File: config.mk
export PLATFORM = sky130hd
export DESIGN_NAME = best_worst_fit_allocator
export DESIGN_NICKNAME = d
export VERILOG_FILES = /design/src/sv/bwf_pkg.sv /design/src/sv/bwf_ram.sv /design/src/sv/bwf_datapath.sv /design/src/sv/bwf_ctrl.sv /design/src/sv/best_worst_fit_allocator.sv
export SDC_FILE = /design/constraint.sdc
export NUM_CORES = 1
export LEC_CHECK = 0
export BUFFER_PORTS_ARGS = -buffer_cell sky130_fd_sc_hd__buf_2
export CORE_ASPECT_RATIO = 0.9
export CORE_UTILIZATION = 65
export CTS_CLUSTER_SIZE = 14
export DETAILED_ROUTE_END_ITERATION = 10
export PLACE_DENSITY = 0.85
export REMOVE_ABC_BUFFERS = 1
export SYNTH_ARGS = -nofsm -noshare
export SYNTH_HDL_FRONTEND = slang
export SYNTH_SLANG_ARGS = --single-unit
File: constraint.sdc
create_clock -name clk -period 5.6 [get_ports clk]
set_input_delay 1.12 -clock clk [delete_from_list [all_inputs] [get_ports clk]]
set_output_delay 1.12 -clock clk [all_outputs]
set_load 0.005 [all_outputs]
File: src/sv/bwf_pkg.sv
package bwf_pkg;

    // Default sizing
    localparam int DEF_NUM_SLOTS = 8;
    localparam int DEF_SIZE_BITS = 16;

    // Fixed field widths
    localparam int SLOT_FIELD_W = 3;
    localparam int AMT_W        = 16;
    localparam int TAG_W        = 8;

    // Request kinds
    localparam logic REQ_LOAD  = 1'b0;
    localparam logic REQ_ALLOC = 1'b1;

    // Fit policies
    localparam logic POL_BEST  = 1'b0;
    localparam logic POL_WORST = 1'b1;

    // Controller to datapath
    typedef struct packed {
        logic load;     // load item accepted this cycle
        logic start;    // allocate item accepted this cycle
        logic read;     // read slot at scan counter
        logic commit;   // charge chosen slot, load result register
    } bwf_cmd_t;

    // Datapath to controller
    typedef struct packed {
        logic scan_last;  // scan counter at final slot
        logic out_busy;   // result register full and stalled
    } bwf_status_t;

endpackage

File: src/sv/bwf_ram.sv
module bwf_ram
#(
    parameter int WIDTH = 16,
    parameter int DEPTH = 8,
    localparam int ADDR_W = (DEPTH > 1) ? $clog2(DEPTH) : 1
)
(
    input  logic                 clk,
    input  logic                 wr_en,
    input  logic [ADDR_W-1:0]    wr_addr,
    input  logic [WIDTH-1:0]     wr_data,
    input  logic                 rd_en,
    input  logic [ADDR_W-1:0]    rd_addr,
    output logic [WIDTH-1:0]     rd_data
);

    logic [WIDTH-1:0] mem [DEPTH];
    logic [WIDTH-1:0] rd_data_reg;

    always_ff @(posedge clk)
    begin
        if (wr_en)
        begin
            mem[wr_addr] <= wr_data;
        end
        if (rd_en)
        begin
            rd_data_reg <= mem[rd_addr];
        end
    end

    assign rd_data = rd_data_reg;

endmodule

File: src/sv/bwf_datapath.sv
module bwf_datapath
    import bwf_pkg::*;
#(
    parameter int NUM_SLOTS = DEF_NUM_SLOTS,
    parameter int SIZE_BITS = DEF_SIZE_BITS
)
(
    input  logic                     clk,
    input  logic                     rst_n,
    input  bwf_cmd_t                 cmd,
    output bwf_status_t              status,
    input  logic                     cfg_valid,
    input  logic                     cfg_ready,
    input  logic                     cfg_data,
    input  logic [SLOT_FIELD_W-1:0]  slot_select,
    input  logic [AMT_W-1:0]         amount,
    input  logic [TAG_W-1:0]         request_tag,
    output logic                     out_valid,
    input  logic                     out_stall,
    output logic                     granted,
    output logic [SLOT_FIELD_W-1:0]  granted_slot,
    output logic [AMT_W-1:0]         remaining_capacity,
    output logic [TAG_W-1:0]         result_tag
);

    localparam int IDX_W   = (NUM_SLOTS > 1) ? $clog2(NUM_SLOTS) : 1;
    localparam int SEL_X_W = IDX_W + SLOT_FIELD_W;
    localparam int CMP_W   = SIZE_BITS + AMT_W;

    // control state
    logic                  policy_reg;
    logic [NUM_SLOTS-1:0]  valid_reg;
    logic                  rd_pend_reg;
    logic                  found_reg;
    logic                  out_valid_reg;

    // payload state
    logic [AMT_W-1:0]      amt_reg;
    logic [TAG_W-1:0]      tag_reg;
    logic [IDX_W-1:0]      scan_cnt_reg;
    logic [IDX_W-1:0]      rd_idx_reg;
    logic                  rd_vld_reg;
    logic [IDX_W-1:0]      pick_reg;
    logic [SIZE_BITS-1:0]  pick_cap_reg;
    logic                  granted_reg;
    logic [SLOT_FIELD_W-1:0] granted_slot_reg;
    logic [AMT_W-1:0]      remaining_reg;
    logic [TAG_W-1:0]      result_tag_reg;

    logic [SEL_X_W-1:0]    sel_ext;
    logic                  sel_in_range;
    logic [CMP_W-1:0]      amount_ext;
    logic [SIZE_BITS-1:0]  load_cap;
    logic [CMP_W-1:0]      amt_reg_ext;
    logic [SIZE_BITS-1:0]  rd_cap;
    logic [CMP_W-1:0]      rd_cap_ext;
    logic                  fits;
    logic                  take;
    logic [CMP_W-1:0]      left_ext;
    logic [SIZE_BITS-1:0]  left;
    logic [CMP_W-1:0]      left_wide;
    logic [SEL_X_W-1:0]    pick_ext;
    logic                  wr_en;
    logic [IDX_W-1:0]      wr_addr;
    logic [SIZE_BITS-1:0]  wr_data;
    logic [SIZE_BITS-1:0]  ram_rdata;

    // load decode
    assign sel_ext      = {{IDX_W{1'b0}}, slot_select};
    assign sel_in_range = sel_ext < SEL_X_W'(NUM_SLOTS);
    assign amount_ext   = {{SIZE_BITS{1'b0}}, amount};
    assign load_cap     = amount_ext[SIZE_BITS-1:0];

    // compare stage; never-written slots read as empty
    assign rd_cap      = rd_vld_reg ? ram_rdata : '0;
    assign rd_cap_ext  = {{AMT_W{1'b0}}, rd_cap};
    assign amt_reg_ext = {{SIZE_BITS{1'b0}}, amt_reg};
    assign fits        = rd_cap_ext >= amt_reg_ext;
    assign take        = rd_pend_reg && fits &&
                         (!found_reg ||
                          (policy_reg == POL_BEST  && rd_cap < pick_cap_reg) ||
                          (policy_reg == POL_WORST && rd_cap > pick_cap_reg));

    // charge; pick_cap >= amt so no wrap
    assign left_ext  = {{AMT_W{1'b0}}, pick_cap_reg} - amt_reg_ext;
    assign left      = left_ext[SIZE_BITS-1:0];
    assign left_wide = {{AMT_W{1'b0}}, left};
    assign pick_ext  = {{SLOT_FIELD_W{1'b0}}, pick_reg};

    // single write port: loads in idle, charge at commit
    always_comb
    begin
        wr_en   = 1'b0;
        wr_addr = sel_ext[IDX_W-1:0];
        wr_data = load_cap;
        if (cmd.commit)
        begin
            wr_en   = found_reg;
            wr_addr = pick_reg;
            wr_data = left;
        end
        else if (cmd.load)
        begin
            wr_en = sel_in_range;
        end
    end

    bwf_ram #(
        .WIDTH (SIZE_BITS),
        .DEPTH (NUM_SLOTS)
    ) u_ram (
        .clk     (clk),
        .wr_en   (wr_en),
        .wr_addr (wr_addr),
        .wr_data (wr_data),
        .rd_en   (cmd.read),
        .rd_addr (scan_cnt_reg),
        .rd_data (ram_rdata)
    );

    always_ff @(posedge clk or negedge rst_n)
    begin
        if (!rst_n)
        begin
            policy_reg    <= POL_BEST;
            valid_reg     <= '0;
            rd_pend_reg   <= 1'b0;
            found_reg     <= 1'b0;
            out_valid_reg <= 1'b0;
        end
        else
        begin
            if (cfg_valid && cfg_ready)
            begin
                policy_reg <= cfg_data;
            end
            if (wr_en)
            begin
                valid_reg[wr_addr] <= 1'b1;
            end
            rd_pend_reg <= cmd.read;
            if (cmd.start)
            begin
                found_reg <= 1'b0;
            end
            else if (take)
            begin
                found_reg <= 1'b1;
            end
            if (cmd.commit)
            begin
                out_valid_reg <= 1'b1;
            end
            else if (!out_stall)
            begin
                out_valid_reg <= 1'b0;
            end
        end
    end

    always_ff @(posedge clk)
    begin
        if (cmd.start)
        begin
            amt_reg      <= amount;
            tag_reg      <= request_tag;
            scan_cnt_reg <= '0;
        end
        else if (cmd.read)
        begin
            scan_cnt_reg <= scan_cnt_reg + IDX_W'(1);
        end
        if (cmd.read)
        begin
            rd_idx_reg <= scan_cnt_reg;
            rd_vld_reg <= valid_reg[scan_cnt_reg];
        end
        if (take)
        begin
            pick_reg     <= rd_idx_reg;
            pick_cap_reg <= rd_cap;
        end
        if (cmd.commit)
        begin
            granted_reg      <= found_reg;
            granted_slot_reg <= found_reg ? pick_ext[SLOT_FIELD_W-1:0] : '0;
            remaining_reg    <= found_reg ? left_wide[AMT_W-1:0] : '0;
            result_tag_reg   <= tag_reg;
        end
    end

    assign status.scan_last = scan_cnt_reg == IDX_W'(NUM_SLOTS - 1);
    assign status.out_busy  = out_valid_reg && out_stall;

    assign out_valid          = out_valid_reg;
    assign granted            = granted_reg;
    assign granted_slot       = granted_slot_reg;
    assign remaining_capacity = remaining_reg;
    assign result_tag         = result_tag_reg;

endmodule

File: src/sv/bwf_ctrl.sv
module bwf_ctrl
    import bwf_pkg::*;
(
    input  logic        clk,
    input  logic        rst_n,
    input  logic        in_valid,
    output logic        in_stall,
    input  logic        req_type,
    input  bwf_status_t status,
    output bwf_cmd_t    cmd
);

    typedef enum logic [1:0] {
        ST_IDLE,
        ST_SCAN,
        ST_DRAIN,
        ST_COMMIT
    } state_t;

    state_t state_reg;
    state_t state_next;
    logic   accept;

    assign in_stall = state_reg != ST_IDLE;
    assign accept   = in_valid && !in_stall;

    always_comb
    begin
        cmd        = '0;
        state_next = state_reg;
        case (state_reg)
            ST_IDLE:
            begin
                cmd.load  = accept && req_type == REQ_LOAD;
                cmd.start = accept && req_type == REQ_ALLOC;
                if (cmd.start)
                begin
                    state_next = ST_SCAN;
                end
            end
            ST_SCAN:
            begin
                cmd.read = 1'b1;
                if (status.scan_last)
                begin
                    state_next = ST_DRAIN;
                end
            end
            ST_DRAIN:
            begin
                state_next = ST_COMMIT;
            end
            ST_COMMIT:
            begin
                if (!status.out_busy)
                begin
                    cmd.commit = 1'b1;
                    state_next = ST_IDLE;
                end
            end
            default:
            begin
                state_next = ST_IDLE;
            end
        endcase
    end

    always_ff @(posedge clk or negedge rst_n)
    begin
        if (!rst_n)
        begin
            state_reg <= ST_IDLE;
        end
        else
        begin
            state_reg <= state_next;
        end
    end

endmodule

File: src/sv/best_worst_fit_allocator.sv
// Load item: accepted with no result; next item may follow at once.
// Allocate item: a scan over the slot RAM, one read per cycle, then compare
// and charge steps; the charge waits while a stalled result still holds the
// result register. Next item is accepted the cycle after the result is loaded,
// so an allocate is finished before the next item is taken.
// Reset (rst_n, async, active low): all slots empty, best-fit policy, idle.
module best_worst_fit_allocator
    import bwf_pkg::*;
#(
    parameter int NUM_SLOTS = DEF_NUM_SLOTS,
    parameter int SIZE_BITS = DEF_SIZE_BITS
)
(
    input  logic                     clk,
    input  logic                     rst_n,
    // configuration: fit_policy
    input  logic                     cfg_valid,
    output logic                     cfg_ready,
    input  logic                     cfg_data,
    // request items
    input  logic                     in_valid,
    output logic                     in_stall,
    input  logic                     req_type,
    input  logic [SLOT_FIELD_W-1:0]  slot_select,
    input  logic [AMT_W-1:0]         amount,
    input  logic [TAG_W-1:0]         request_tag,
    // result items
    output logic                     out_valid,
    input  logic                     out_stall,
    output logic                     granted,
    output logic [SLOT_FIELD_W-1:0]  granted_slot,
    output logic [AMT_W-1:0]         remaining_capacity,
    output logic [TAG_W-1:0]         result_tag
);

    bwf_cmd_t    cmd;
    bwf_status_t status;

    // Policy register takes a write any cycle; the user must write it only while idle, the block does not enforce this.
    assign cfg_ready = 1'b1;

    // Controller: accepts items, steps the slot scan, and holds the commit
    // until the result register is free. A waiting result does not block
    // the scan of the next request.
    bwf_ctrl u_ctrl (
        .clk      (clk),
        .rst_n    (rst_n),
        .in_valid (in_valid),
        .in_stall (in_stall),
        .req_type (req_type),
        .status   (status),
        .cmd      (cmd)
    );

    // Datapath: slot capacity RAM with per-slot valid bits (an unwritten
    // slot reads as empty), running best/worst pick over the scan, charge
    // write-back, policy register and the result register.
    bwf_datapath #(
        .NUM_SLOTS (NUM_SLOTS),
        .SIZE_BITS (SIZE_BITS)
    ) u_dp (
        .clk                (clk),
        .rst_n              (rst_n),
        .cmd                (cmd),
        .status             (status),
        .cfg_valid          (cfg_valid),
        .cfg_ready          (cfg_ready),
        .cfg_data           (cfg_data),
        .slot_select        (slot_select),
        .amount             (amount),
        .request_tag        (request_tag),
        .out_valid          (out_valid),
        .out_stall          (out_stall),
        .granted            (granted),
        .granted_slot       (granted_slot),
        .remaining_capacity (remaining_capacity),
        .result_tag         (result_tag)
    );

endmodule

==> impl_metrics.toml, run 1 <==
[status]
status = "completed"

[min_path]
min_path_type = "flip-flop to flip-flop"

[global_route]
grt.total_usage = 0.285
grt_max_degree = 38
grt-ovfl-total = 0
antenna_found_initial = 0
grt_pass1_vias = 5930
grt_pass1_wl_um = 33300

[drt]
routed_via_density = 6.14
ant_nets = 0
initialDrtViolationCount = 540
vias = 5734
drc_errors = 0
wire_per_inst_um = 23.7
dr.pass1.iters = 6
wirelength_um = 22200

[power_and_ir_drop]
internal-power_mw = 4.03
p_switching_mw = 1.83
combinationalPowerShare = 0.300
p_seq_frac = 0.437
p_clk_frac = 0.264
power_switching_share = 0.312
leakage_nw = 4.38
cellPowerDensity_nw_per_um2 = 505
vdd_drop_max_v = 0.000331

[layout]
final_core_util = 0.752
nFillCells = 908
layout-drive-gt1-share = 0.246
area_growth_pct = 13.1
diodes = 0
fin_nets = 801
regMostFlops = "u_dp.u_ram.mem"
largest_reg_flops = 128

[sta]
rsz0062_at_grt = "false"
period_share = 0.645
setup_violations = 0
tightest_slew_ns = 1.31
drv_slew = 0
slew_headroom = 0.120
fmax_ghz = 0.277
layout_min_cycle_time_ns = 3.61
holdWs_ns = 0.419
finalWorstSetupSlack_ns = 1.99
finalSetupTns_ns = 0
skew_ns = 0.00957
hold_viol = 0

[flow_run]
maxCapViolations = 0

[setup_path]
crit_path_end_kind = "flip-flop"
critPathRequiredTime_ns = 5.74
critPathKind = "flip-flop to flip-flop"
critPathMaxFanout = 19
arrival_ns = 3.75
worstSetupStartpointType = "flip-flop"

[floorplanning]
die_area_sq_um = 16300
coreArea_sq_um = 15400
dieHeight_um = 121
die_w_um = 134
rows = 43
initial_core_util = 0.665
io_pins = 65

[placement]
place.gp.congestion = 0.913
dp_hpwl_um = 15100
io_buffers = 63
pre_cts_ws_ns = 2.07

[cts]
clk_path_buf_depth = 3
cts-resized-gates = 0
post_cts_buffers = 0
insertion_delay_ns = 0.52
ctsRootBufferMaster = "clkbuf_16"
cts_tree = "built"
clk_pin_slew_ns = 0.06
cts_buffers = 23
cts_num_sinks = 236
htree_levels = 1
hold_buffers = 0

[synthesis]
netlist_area_sq_um = 10300
synth_flop_cell = "edfxtp_1"
ys_ff_latch = 236
yosysUniqueCellTypes = 71
synth_edf_count = 219
ys_seq_area_frac = 0.680
yosysWarnings = 0
syn_avg_cell_area_sq_um = 16.2
synth_cells = 632
async_reset_ff_frac = 0.0593
[cell usage after synthesis, types with 4 or more instances]
| master | instances | area share |
|---|---|---|
| nand3_1 | 6 | 0.0029 |
| and2_2 | 4 | 0.0029 |
| a21oi_1 | 15 | 0.0073 |
| a21o_1 | 9 | 0.0066 |
| o21a_1 | 5 | 0.0037 |
| inv_1 | 41 | 0.015 |
| nor2_1 | 31 | 0.011 |
| nand4_1 | 4 | 0.0024 |
| mux2_2 | 18 | 0.020 |
| xnor2_1 | 8 | 0.0068 |
| mux4_2 | 34 | 0.075 |
| clkbuf_1 | 10 | 0.0037 |
| xor2_1 | 7 | 0.0060 |
| ha_1 | 51 | 0.062 |
| or2_2 | 5 | 0.0030 |
| or2_1 | 6 | 0.0037 |
| nand2_1 | 31 | 0.011 |
| buf_2 | 5 | 0.0024 |
| nor3_1 | 4 | 0.0019 |
| dfrtp_1 | 14 | 0.034 |
| and2_1 | 12 | 0.0073 |
| edfxtp_1 | 219 | 0.64 |
| mux2i_1 | 4 | 0.0039 |
| o21ai_0 | 20 | 0.0097 |
| o21ai_1 | 6 | 0.0029 |
[placed cells by master, fill, tap and decap left out, drive strengths merged, types with 4 or more instances in the layout]
cell / instances
a21o: 9
a21oi: 15
and2: 17
buf: 76
clkbuf: 29
clkinv: 9
dfrtp: 14
edfxtp: 219
ha: 51
inv: 44
mux2: 19
mux2i: 4
mux4: 34
nand2: 32
nand2b: 4
nand3: 6
nand4: 4
nor2: 32
nor3: 4
o21a: 5
o21ai: 26
or2: 11
xnor2: 8
xor2: 7
[cell type report]
class	instances	area, sq um	share of cell area
sequential	236	6990	0.602
clock buffer	29	608	0.0524
inverter	43	161	0.0139
tap	202	253	0.0218
multi-input combinational	335	3040	0.262
clock inverter	13	146	0.0126
timing repair buffer	76	413	0.0356
[final timing paths]
| kind | from | endpoint | slack (ns) | cells after the start |
|---|---|---|---|---|
| max | u_dp.rd_vld_reg$_DFFE_PP_ | u_dp.pick_reg[1]$_DFFE_PP_ | 1.99 | 8 |
| max reg2reg | u_dp.rd_vld_reg$_DFFE_PP_ | u_dp.pick_reg[1]$_DFFE_PP_ | 1.99 | 8 |
| min in group asynchronous | rst_n | u_dp.valid_reg[2]$_DFFE_PN0P_ | 0.55 | 1 |
| min | u_dp.rd_idx_reg[2]$_DFFE_PP_ | u_dp.pick_reg[2]$_DFFE_PP_ | 0.42 | 0 |
| min reg2reg | u_dp.rd_idx_reg[2]$_DFFE_PP_ | u_dp.pick_reg[2]$_DFFE_PP_ | 0.42 | 0 |
| max in group asynchronous | rst_n | u_dp.found_reg$_DFFE_PN0P_ | 4.71 | 1 |
[metrics by stage]
stage          power (mW)  cell area (sq um)  cells
2_1_floorplan        3.70              10200    614
3_3_place_gp         4.22              10900    892
3_5_place_dp         4.31              10900    892
4_1_cts              5.87              11600    934
5_1_grt              6.11              11600    934
6_report             5.86              11600    934
[layer usage]
layer,vias up,global-route usage,share of wire
met5,-,0,0
met4,0,0.124,0.043
met3,67,0.0535,0.075
met2,254,0.470,0.49
met1,2829,0.376,0.39
li1,2584,-,-
[power groups by stage]
stage          clock network, mW  logic, mW  registers [mW]
2_1_floorplan                  0       1.09            2.62
3_3_place_gp                   0       1.65            2.57
3_5_place_dp                   0       1.73            2.59
4_1_cts                     1.56       1.75            2.56
5_1_grt                     1.62       1.91            2.58
6_report                    1.55       1.76            2.56
[worst max-delay path, cell delays in order, from the launching register on]
cell and delay [ns]:
edfxtp_1 0.58, and2_2 0.28, ha_1 0.30, a211oi_1 0.24, nor2_2 0.07, a211oi_2 0.19, o21ai_1 0.10, or4_1 0.46
a41oi_2 0.99
[cells by family after synthesis]
kind of cell | Yosys count | share of synthesized area
XOR/XNOR | 15 | 0.0128
other | 1 | 0.000365
buffers and inverters | 61 | 0.0233
flip-flops | 236 | 0.680
AO/OA/AOI/OAI | 85 | 0.0568
AND/OR/NAND/NOR | 124 | 0.0619
adder cells (fa/ha/maj) | 53 | 0.0651
multiplexers | 57 | 0.0993
Power figures use the tool's default switching activity.
==> run 2, diff against run 1 <==
--- a/config.mk
+++ b/config.mk
@@ -7,10 +7,10 @@
 export LEC_CHECK = 0
 export BUFFER_PORTS_ARGS = -buffer_cell sky130_fd_sc_hd__buf_2
 export CORE_ASPECT_RATIO = 0.9
-export CORE_UTILIZATION = 65
+export CORE_UTILIZATION = 60
 export CTS_CLUSTER_SIZE = 14
 export DETAILED_ROUTE_END_ITERATION = 10
-export PLACE_DENSITY = 0.85
+export PLACE_DENSITY = 0.79
 export REMOVE_ABC_BUFFERS = 1
 export SYNTH_ARGS = -nofsm -noshare
 export SYNTH_HDL_FRONTEND = slang
==> constraint.sdc (replaced) <==
create_clock -name clk -period 3.41 [get_ports clk]
set_input_delay 0.682 -clock clk [delete_from_list [all_inputs] [get_ports clk]]
set_output_delay 0.682 -clock clk [all_outputs]
set_load 0.005 [all_outputs]
==> run 2 against run 1 <==
Against the previous run:
- hold slack lost 0.34 ns
- total power is 65% higher
- largest cell class unchanged
- first-iteration DRC count fell by 12%
- utilization down 3.5 points
- cell area up 1.4%
- clock skew increased by 0.0039 ns
- sequential power rose by 64%
- routed wire length decreased by 5.4%
- non-clock buffer count increased by 12
- flip-flop and latch count stayed put
- critical path type unchanged
==> impl_metrics.toml, run 2 (synthesis gave the netlist of run 1 again) <==
[status]
status = "completed"

[cts]
cts_tree = "built"
cts_buffers = 24
hold_buffers = 0
clk_pin_slew_ns = 0.06
clk_path_buf_depth = 3
insertion_delay_ns = 0.52
cts-resized-gates = 0
htree_levels = 1
post_cts_buffers = 0
ctsRootBufferMaster = "clkbuf_16"
cts_num_sinks = 236

[layout]
multi_input_area_sq_um = 3040
regMostFlops = "u_dp.u_ram.mem"
layout-drive-gt1-share = 0.269
diodes = 0
largest_reg_flops = 128
final_common_cell = "edfxtp_1"
area_growth_pct = 14.6
final_cell_mix = "219 x edfxtp_1, 63 x buf_2, 51 x ha_1, 41 x inv_1, 34 x mux4_2"
fin_nets = 814
layout.area.seq_sq_um = 6990
nFillCells = 1028

[floorplanning]
io_pins = 65
coreArea_sq_um = 16400
die_w_um = 140
die_area_sq_um = 17600
initial_core_util = 0.626
dieHeight_um = 126
rows = 44

[sta]
finalWorstSetupSlack_ns = 0.351
finalSetupTns_ns = 0
drv_slew = 0
layout_min_cycle_time_ns = 3.06
fmax_ghz = 0.327
tightest_slew_ns = 1.10
slew_headroom = 0.266
rsz0062_at_grt = "false"
period_share = 0.897
skew_ns = 0.0135
setup_violations = 0
hold_viol = 0

[power_and_ir_drop]
p_seq_frac = 0.435
p_switching_mw = 2.90
combinationalPowerShare = 0.291
leakage_nw = 4.47
internal-power_mw = 6.76
p_clk_frac = 0.273
power_switching_share = 0.300
vdd_drop_max_v = 0.000448
cellPowerDensity_nw_per_um2 = 821

[drt]
routed_via_density = 6.00
vias = 5722
ant_nets = 0
drc_errors = 0
dr.pass1.iters = 5
wirelength_um = 21000
initialDrtViolationCount = 475
wire_per_inst_um = 22.0

[setup_path]
critPathMaxFanout = 8
critPathSlowestCell = "o21ai_0"
critPathKind = "flip-flop to flip-flop"
critPathTopFamily = "compound AO/OA/AOI/OAI gates"
worstSetupStartpointType = "flip-flop"
critPathRequiredTime_ns = 3.59
max_stage_delay_ns = 0.75
worst-path-buf-inv = 1
crit_path_end_kind = "flip-flop"
arrival_ns = 3.24
crit_chain = "inv_1, ha_1, fa_1, nor2b_1, o2111ai_1, a21boi_0, nor2_1, xnor2_1, o21ai_0"

[global_route]
grt_pass1_vias = 6066
met3_usage = 0.0426
busiest_layer = "met2"
grt_util_met1 = 0.342
antenna_found_initial = 0
grt_pass1_wl_um = 32900
grt.total_usage = 0.250
grt-ovfl-total = 0
grt_max_degree = 36
use_met2 = 0.416

[min_path]
min_path_type = "input port to asynchronous set/reset pin"

[placement]
place.gp.congestion = 0.871
dp_hpwl_um = 13900
io_buffers = 63
pre_cts_ws_ns = 0.429

[flow_run]
maxCapViolations = 0
## run 2: path summary, 6_finish.rpt
| check | start | end | slack, ns | depth (start not counted) |
|---|---|---|---|---|
| setup / recovery | u_dp.pick_cap_reg[0]$_DFFE_PP_ | u_dp.u_ram.mem[3][10]$_DFFE_PP_ | 0.35 | 9 |
| hold / removal | rst_n | u_dp.valid_reg[0]$_DFFE_PN0P_ | 0.08 | 1 |
| setup reg to reg | u_dp.pick_cap_reg[0]$_DFFE_PP_ | u_dp.u_ram.mem[3][10]$_DFFE_PP_ | 0.35 | 9 |
| hold reg to reg | u_dp.rd_idx_reg[0]$_DFFE_PP_ | u_dp.pick_reg[0]$_DFFE_PP_ | 0.42 | 0 |
| max in group asynchronous | rst_n | u_dp.rd_pend_reg$_DFF_PN0_ | 3.04 | 1 |
| min in group clk | request_tag[6] | u_dp.tag_reg[6]$_DFFE_PP_ | 0.34 | 1 |
## run 2: area by class of cell
| type | instances | share of cell area |
|---|---|---|
| Timing Repair Buffer | 88 | 0.0427 |
| Tap cell | 207 | 0.0220 |
| Sequential cell | 236 | 0.594 |
| Inverter | 43 | 0.0137 |
| Clock inverter | 9 | 0.00978 |
| Clock buffer | 35 | 0.0596 |
| Multi-Input combinational cell | 335 | 0.258 |
## run 2: worst reg2reg max path, stage by stage, from the launching register on
cell and delay [ns]:
edfxtp_1 0.36, inv_1 0.05, ha_1 0.22, fa_1 0.41
nor2b_1 0.17, o2111ai_1 0.20, a21boi_0 0.32, nor2_1 0.09
xnor2_1 0.15, o21ai_0 0.75
## run 2: power groups by stage
stage / Sequential (mW) / Combinational, mW / Clock [mW]
floorplan: 4.30 / 1.79 / 0
global placement: 4.23 / 2.69 / 0
detailed placement: 4.26 / 2.78 / 0
CTS: 4.20 / 2.82 / 2.69
global route: 4.24 / 3.09 / 2.80
finish: 4.20 / 2.82 / 2.64
## run 2: metal layers
metal / vias up / share of wire
met5: - / 0
met4: 0 / 0.020
met3: 31 / 0.074
met2: 214 / 0.49
met1: 2864 / 0.42
li1: 2613 / -
## run 2: per-stage QoR
stage	util	hold slack (ns)	cell area [sq um]	power (mW)	cells
floorplan	-	0.386	10200	6.08	614
global placement	0.668	0.400	11000	6.92	909
detailed placement	0.668	0.405	11000	7.04	909
CTS	0.717	0.0767	11800	9.72	953
global route	0.717	0.0915	11800	10.1	953
finish	0.717	0.0794	11800	9.66	953
